## config.mk

```make
export PLATFORM = sky130hd
export DESIGN_NAME = nopf_ctrl
export DESIGN_NICKNAME = d
export VERILOG_FILES = /design/src/hw/rtl/nopf_pkg.sv /design/src/hw/rtl/nopf_ctrl.sv
export SDC_FILE = /design/constraint.sdc
export NUM_CORES = 1
export LEC_CHECK = 0
export ABC_AREA = 1
export BUFFER_PORTS_ARGS = -buffer_cell sky130_fd_sc_hd__clkbuf_2
export CORE_AREA = 4 4 41 43
export CTS_CLUSTER_DIAMETER = 40
export DETAILED_ROUTE_END_ITERATION = 10
export DIE_AREA = 0 0 45 47
export PLACE_DENSITY = 0.43
export SETUP_SLACK_MARGIN = 0.02
export SLEW_MARGIN = 20
export SYNTH_ARGS = -nofsm -noshare
export SYNTH_HDL_FRONTEND = slang
export SYNTH_SLANG_ARGS = --single-unit
```

## constraint.sdc

```tcl
create_clock -name clock -period 2.7 [get_ports clock]
set_input_delay 0.135 -clock clock [delete_from_list [all_inputs] [get_ports clock]]
set_output_delay 0.135 -clock clock [all_outputs]
set_load 0.02 [all_outputs]
```

## src/hw/rtl/nopf_pkg.sv

```systemverilog
// Shared types and constants for the neighbor outlier pixel filter.
// Used by nopf_ctrl, nopf_dpath and the top level.
package nopf_pkg;

   localparam int DEF_MAX_WIDTH  = 1024;
   localparam int DEF_MAX_HEIGHT = 1024;

   localparam int CFG_DIM_W  = 11;
   localparam int CFG_THR_W  = 8;
   localparam int CSR_IDX_W  = 2;
   localparam int PIX_W      = 8;
   localparam int FILT_W     = 16;

   localparam logic [CSR_IDX_W-1:0] REG_IMAGE_WIDTH   = 2'd0;
   localparam logic [CSR_IDX_W-1:0] REG_IMAGE_HEIGHT  = 2'd1;
   localparam logic [CSR_IDX_W-1:0] REG_LOW_THRESHOLD = 2'd2;

   localparam logic OP_PIXEL = 1'b0;
   localparam logic OP_DRAIN = 1'b1;

   typedef enum logic [3:0] {
      ST_IDLE,
      ST_RD_P,
      ST_RD_U,
      ST_RD_D,
      ST_RD_L,
      ST_RD_R,
      ST_CAP,
      ST_CALC1,
      ST_CALC2,
      ST_OUT
   } state_type;

   typedef enum logic [2:0] {
      SEL_CENTER,
      SEL_UP,
      SEL_DOWN,
      SEL_LEFT,
      SEL_RIGHT
   } nb_sel_type;

   typedef struct packed {
      logic       take;
      logic       rd_en;
      nb_sel_type rd_sel;
      logic       calc1;
      logic       calc2;
      logic       out_load;
   } cmd_type;

   typedef struct packed {
      logic emit;
      logic out_free;
   } status_type;

endpackage

```

## src/hw/rtl/nopf_ctrl.sv

```systemverilog
// Controller state machine for the neighbor outlier pixel filter.
// Depends on nopf_pkg; drives nopf_dpath through cmd_type.
module nopf_ctrl import nopf_pkg::*; (
   input  logic       clock,
   input  logic       reset,
   input  logic       req_tvalid,
   output logic       req_tready,
   input  status_type status,
   output cmd_type    cmd
);

   state_type state_ff, state_in;

   always_ff @(posedge clock) begin
      if (reset) begin
         state_ff <= ST_IDLE;
      end else begin
         state_ff <= state_in;
      end
   end

   always_comb begin
      state_in   = state_ff;
      req_tready = 1'b0;
      cmd        = '0;
      cmd.rd_sel = SEL_CENTER;
      case (state_ff)
         ST_IDLE: begin
            req_tready = 1'b1;
            if (req_tvalid) begin
               cmd.take = 1'b1;
               if (status.emit) state_in = ST_RD_P;
            end
         end
         ST_RD_P: begin
            cmd.rd_en = 1'b1;
            cmd.rd_sel = SEL_CENTER;
            state_in = ST_RD_U;
         end
         ST_RD_U: begin
            cmd.rd_en = 1'b1;
            cmd.rd_sel = SEL_UP;
            state_in = ST_RD_D;
         end
         ST_RD_D: begin
            cmd.rd_en = 1'b1;
            cmd.rd_sel = SEL_DOWN;
            state_in = ST_RD_L;
         end
         ST_RD_L: begin
            cmd.rd_en = 1'b1;
            cmd.rd_sel = SEL_LEFT;
            state_in = ST_RD_R;
         end
         ST_RD_R: begin
            cmd.rd_en = 1'b1;
            cmd.rd_sel = SEL_RIGHT;
            state_in = ST_CAP;
         end
         ST_CAP: begin
            state_in = ST_CALC1;
         end
         ST_CALC1: begin
            cmd.calc1 = 1'b1;
            state_in = ST_CALC2;
         end
         ST_CALC2: begin
            cmd.calc2 = 1'b1;
            state_in = ST_OUT;
         end
         ST_OUT: begin
            if (status.out_free) begin
               cmd.out_load = 1'b1;
               state_in = ST_IDLE;
            end
         end
         default: begin
            state_in = ST_IDLE;
         end
      endcase
   end

   assert property (@(posedge clock) disable iff (reset)
      (state_ff == ST_RD_R) |=> (state_ff == ST_CAP))
      else $error("read sequence broken");
   assert property (@(posedge clock) disable iff (reset)
      cmd.take |-> (state_ff == ST_IDLE))
      else $error("item taken while busy");
   assert property (@(posedge clock) disable iff (reset)
      (cmd.take && status.emit) |=> (state_ff == ST_RD_P))
      else $error("emit not started");

endmodule

```

==> flow_metrics.tcl, run 1 <==
set metrics [dict create \
    multi_input_area_um2 176 \
    grt_pass1_vias 291 \
    io-pin-count 14 \
    ys_seq_area_share_pct 25.0 \
    path_clk_slew_ns 0.04 \
    finalSetupTns_ns 0 \
    power.total_uw 263 \
    worstMarginPinSlew_ns 0.337 \
    max_freq_mhz 715 \
    p_sw_uw 110 \
    antenna_cells 0 \
    cp.required_ns 2.57 \
    synth_compound_area_share_pct 7.03 \
    leakage_nw 0.255 \
    fillers 162 \
    cts_made_buffers 3 \
    layout-drive-gt1-share_pct 36.2 \
    syn_avg_cell_area_um2 5.93 \
    syn-cell-area_um2 320 \
    clock_power_share_pct 28.2 \
    slew_headroom_pct 77.5 \
    run_status "finished clean" \
    cts_tree "yes" \
    final_nets 76 \
    yosys_warnings 0 \
    critPathLaunchType "flip-flop" \
    largest_register_ffs 4 \
    crit_path_end_kind "output pin" \
    p_per_area_mw_per_mm2 633 \
    ant_nets 0 \
    yosysUniqueCellTypes 16 \
    gp_congestion 0.750 \
    synth-simple-area-share_pct 48.0 \
    sequentialPowerShare_pct 31.4 \
    period_needed_ns 1.40 \
    top_register "state_ff" \
    post_cts_resized 0 \
    clk_latency_ns 0.23 \
    core_mm2 0.00130 \
    finalHoldViolations 0 \
    ys_seq_elements 4 \
    fp.dieH_um 47 \
    postCtsSetupBuffers 0 \
    critPathKind "flip-flop to output pin" \
    cts.sinks 4 \
    setup_viol 0 \
    internal-power_uw 153 \
    rows 13 \
    grt-ovfl-total 0 \
    antenna_found_initial 0 \
    p_sw_share_pct 41.7 \
    die_w_um 45 \
    slew_viol_final 0 \
    whs_ns 0.102 \
    peakVddDrop_uv 289 \
    hp-class "input port to flip-flop" \
    clock_skew_ns 0.000339 \
    drt_iter0_markers 7 \
    synthCells 54 \
    wl_um 729 \
    critPathArrivalTime_ns 1.26 \
    ff_latch_area_um2 80.1 \
    initial_utilization_pct 24.6 \
    die_area_mm2 0.00212 \
    hold_buffers 0 \
    fin_crit_sh_pct 51.8 \
    via_per_inst 4.27 \
    grt_pass1_wl_mm 1.26 \
    reg.largest.list "state_ff (4)" \
    hpwl_um 603 \
    drc 0 \
    cp_max_fo 8 \
    h-tree-depth 1 \
    drv_cap 0 \
    wl_per_cell_um 8.68 \
    drt_first_pass_iters 4 \
    synthAdderAreaFrac_pct 0 \
    combPwrFrac_pct 40.4 \
    globalRouteTotalUtil_pct 8.68 \
    clock_path_buffers 2 \
    syn-num-nets 59 \
    vias 359 \
    synth_top_family_by_area "simple AND/OR/NAND/NOR gates" \
    cts_root_buf "clkbuf_4" \
    yosys-mux-area-fraction_pct 0 \
    area_growth_pct 29.7 \
    port_buffers 13 \
    synth-xor-area-share_pct 0 \
    grt_max_degree 9 \
    rsz0062_at_grt "no" \
]
==> power by group through the flow <==
stage	clock network (mW)	registers (mW)	logic [mW]
2_1_floorplan	0	0.0801	0.0786
3_3_place_gp	0	0.0835	0.109
3_5_place_dp	0	0.0833	0.107
4_1_cts	0.0779	0.0824	0.108
5_1_grt	0.0850	0.0851	0.123
6_report	0.0742	0.0825	0.106
==> metrics by stage <==
step	util, %	setup WS (ns)	area (µm²)	std cells
after CTS	31.9	1.30	415	84
after global routing	31.9	1.17	415	84
final	31.9	1.30	415	84
after detailed placement	30.2	1.56	393	81
after global placement	30.2	1.53	393	81
after floorplan	-	1.42	320	54
==> Yosys cell counts <==
master | n | area, µm²
a21oi_1 | 1 | 5.00
buf_6 | 1 | 11.3
clkinv_1 | 1 | 3.75
dfxtp_1 | 4 | 80.1
inv_1 | 12 | 45.0
inv_2 | 1 | 3.75
nand2_1 | 10 | 37.5
nand2_2 | 5 | 31.3
nand3_1 | 3 | 15.0
nand3_2 | 1 | 10.0
nor2_1 | 8 | 30.0
nor2_2 | 1 | 6.26
nor2_4 | 1 | 11.3
nor4_1 | 2 | 12.5
o21ai_0 | 2 | 10.0
o31ai_1 | 1 | 7.51
==> final cells by class <==
| cell class | instances | area share [%] |
|---|---|---|
| inverter | 14 | 12.7 |
| tap | 15 | 4.52 |
| timing repair buffer | 13 | 15.7 |
| clock buffer | 3 | 5.42 |
| sequential | 4 | 19.3 |
| multi-input combinational | 35 | 42.5 |
==> routing by layer <==
| layer | track usage, % | wire length (µm) | vias up | share of wire (%) |
|---|---|---|---|---|
| li1 | - | - | 195 | - |
| met3 | 6.90 | 76 | 0 | 10 |
| met5 | 0 | 0 | - | 0 |
| met1 | 10.9 | 346 | 145 | 47 |
| met4 | 1.75 | 0 | 0 | 0 |
| met2 | 11.6 | 306 | 19 | 42 |
==> cells in the final DEF, fill, tap and decap left out <==
| cell type | instances |
|---|---|
| nand2_1 | 10 |
| o31ai_1 | 1 |
| nand2_2 | 5 |
| o21ai_0 | 2 |
| clkbuf_2 | 13 |
| nor2_1 | 8 |
| inv_2 | 1 |
| clkbuf_4 | 3 |
| nor2_2 | 1 |
| nor4_1 | 2 |
| clkinv_1 | 1 |
| inv_1 | 12 |
| nand3_2 | 1 |
| nor2_4 | 1 |
| a21oi_1 | 1 |
| dfxtp_1 | 4 |
| nand3_1 | 3 |
==> cell families after synthesis <==
kind of cell / after synthesis
AO/OA/AOI/OAI: 4
buffers and inverters: 15
flip-flops: 4
AND/OR/NAND/NOR: 31
==> path summary, 6_finish.rpt <==
path	start	to	slack (ns)	cells past startpoint
worst min register to register	state_ff[1]	state_ff[1]	0.65	2
worst max-delay path	state_ff[3]	cmd[3]	1.30	6
worst min-delay path	reset	state_ff[2]	0.10	2
worst max register to register	state_ff[3]	state_ff[2]	1.58	7
==> critical path: stages, from the launching register on <==
cell	delay, ns
dfxtp_1	0.51
inv_2	0.06
nand2_2	0.08
inv_1	0.05
nand2_1	0.09
o31ai_1	0.08
clkbuf_2	0.16
(Power assumes the default switching activity.)
==> run 2, diff against run 1 <==
--- a/config.mk
+++ b/config.mk
@@ -11,7 +11,7 @@
 export CTS_CLUSTER_DIAMETER = 40
 export DETAILED_ROUTE_END_ITERATION = 10
 export DIE_AREA = 0 0 45 47
-export PLACE_DENSITY = 0.43
+export PLACE_DENSITY = 0.45
 export SETUP_SLACK_MARGIN = 0.02
 export SLEW_MARGIN = 20
 export SYNTH_ARGS = -nofsm -noshare
==> constraint.sdc (replaced) <==
create_clock -name clock -period 1.2 [get_ports clock]
set_input_delay 0.06 -clock clock [delete_from_list [all_inputs] [get_ports clock]]
set_output_delay 0.06 -clock clock [all_outputs]
set_load 0.02 [all_outputs]
==> flow_metrics.tcl, run 2 (synthesis results as in run 1) <==
set metrics [dict create \
    reg.largest.list "state_ff (4)" \
    worstMarginPinSlew_ns 0.195 \
    hp-start "status[1]" \
    h-tree-depth 1 \
    drt_first_pass_iters 4 \
    antenna_found_initial 0 \
    sequentialPowerShare_pct 29.6 \
    peakVddDrop_uv 885 \
    clock_path_buffers 2 \
    cp_slowest_stage_delay_ns 0.37 \
    setup_viol 0 \
    layout_commonest_cell "inv_1" \
    grt-ovfl-total 0 \
    p_per_area_mw_per_mm2 1320 \
    combPwrFrac_pct 46.1 \
    rows 13 \
    slew_headroom_pct 86.9 \
    cts_made_buffers 3 \
    cts_root_buf "clkbuf_4" \
    hp-class "input port to flip-flop" \
    fin_crit_sh_pct 96.4 \
    final_cell_mix "inv_1, nor2_1, nand2_1, nand2_2, buf_4" \
    clk_latency_ns 0.23 \
    critical_path.startpoint "state_ff[3]" \
    finalNonFillerCells 87 \
    dp.cells 81 \
    vias 375 \
    finalSetupTns_ns 0 \
    grt_pass1_vias 312 \
    io-pin-count 14 \
    p_sw_uw 265 \
    max_freq_mhz 865 \
    drt_iter0_markers 3 \
    critPathLaunchType "flip-flop" \
    critPathArrivalTime_ns 1.10 \
    via_per_inst 4.31 \
    fp.dieH_um 47 \
    path_clk_slew_ns 0.04 \
    run_status "finished clean" \
    cts_tree "yes" \
    cp_max_fo 8 \
    die_w_um 45 \
    initial_utilization_pct 24.6 \
    cp_slowest_cell "dfxtp_4" \
    p_sw_share_pct 39.6 \
    rsz0062_at_grt "yes" \
    wl_um 765 \
    top_register "state_ff" \
    antenna_cells 0 \
    core_mm2 0.00130 \
    period_needed_ns 1.16 \
    largest_register_ffs 4 \
    cts.sinks 4 \
    hpwl_um 592 \
    leakage_nw 0.285 \
    drc 0 \
    globalRouteTotalUtil_pct 8.84 \
    critPathKind "flip-flop to output pin" \
    clock_skew_ns 0.000777 \
    crit_path_end_kind "output pin" \
    grt_pass1_wl_mm 1.29 \
    r2r_start "state_ff[0]" \
    die_area_mm2 0.00212 \
    ant_nets 0 \
    path_cells "inv_2, nand2_4, inv_4, nand2_2, o31ai_1, buf_4" \
    final_nets 79 \
    slew_viol_final 0 \
    area_growth_pct 58.2 \
    finalHoldViolations 0 \
    layout-drive-gt1-share_pct 52.8 \
    drv_cap 0 \
    internal-power_uw 405 \
    clock_power_share_pct 24.3 \
    grt_max_degree 9 \
    cp.required_ns 1.14 \
    port_buffers 13 \
    wl_per_cell_um 8.79 \
    gp_congestion 0.697 \
]
## run 2: cell types whose count changed in the layout (fill, tap and decap cells not counted), moves of 2 or more
cell | previous run | this run
dfxtp_1 | 4 | 0
buf_4 | 0 | 6
buf_2 | 0 | 3
dfxtp_4 | 0 | 4
clkbuf_2 | 13 | 5
nand2_1 | 10 | 7
inv_1 | 12 | 10
nand2_2 | 5 | 7
inv_2 | 1 | 3
## run 2: final cells by class
class / count / area [µm²]
clock buffer: 3 / 22.5
multi-input combinational: 35 / 209
fill: 154 / 795
inverter: 14 / 55.1
timing repair buffer: 16 / 106
tap: 15 / 18.8
sequential: 4 / 95.1
## run 2: path summary, 6_finish.rpt
check / endpoint / slack (ns) / cells past startpoint
setup reg to reg: state_ff[0] / 0.19 / 6
setup / recovery: cmd[3] / 0.04 / 6
hold / removal: state_ff[0] / 0.20 / 5
hold reg to reg: state_ff[1] / 0.51 / 1
## run 2: repair_timing
action / 4_1_cts / 5_1_grt
setup buffers: 1 / 1
setup endpoints to repair: 8 / 8
hold buffers: 0 / 1
gates resized for setup: 10 / 23
pin swaps: 1 / 3
endpoints found under the hold margin: 0 / 2
## run 2: worst max-delay path: cells and delay by family, from the launching register on
kind | cells | cell delay (ns)
flops | 1 | 0.37
buf+inv | 3 | 0.31
simple gates | 2 | 0.12
compound gates | 1 | 0.07
## run 2: layer usage
| metal | GRT usage (%) | wire length (µm) | vias up |
|---|---|---|---|
| met4 | 1.75 | 0 | 0 |
| met2 | 13.3 | 349 | 12 |
| li1 | - | - | 199 |
| met3 | 6.90 | 79 | 0 |
| met5 | 0 | 0 | - |
| met1 | 9.98 | 336 | 164 |
## run 2: power groups by stage
| stage | Clock [mW] | Sequential, mW | Combinational (mW) |
|---|---|---|---|
| floorplan | 0 | 0.182 | 0.177 |
| global placement | 0 | 0.192 | 0.243 |
| finish | 0.163 | 0.198 | 0.309 |
| CTS | 0.172 | 0.191 | 0.261 |
| detailed placement | 0 | 0.191 | 0.240 |
| global route | 0.192 | 0.202 | 0.340 |
## run 2: stage by stage
step	cell area, µm²	worst slack, ns	utilization, %	hold slack, ns	total power [mW]
floorplan	327	0.0427	-	0.132	0.359
global placement	399	0.0729	30.7	0.260	0.436
detailed placement	399	0.0950	30.7	0.264	0.431
CTS	447	0.0120	34.3	0.00695	0.624
global route	507	-0.0451	38.9	0.241	0.735
finish	507	0.0433	38.9	0.202	0.670
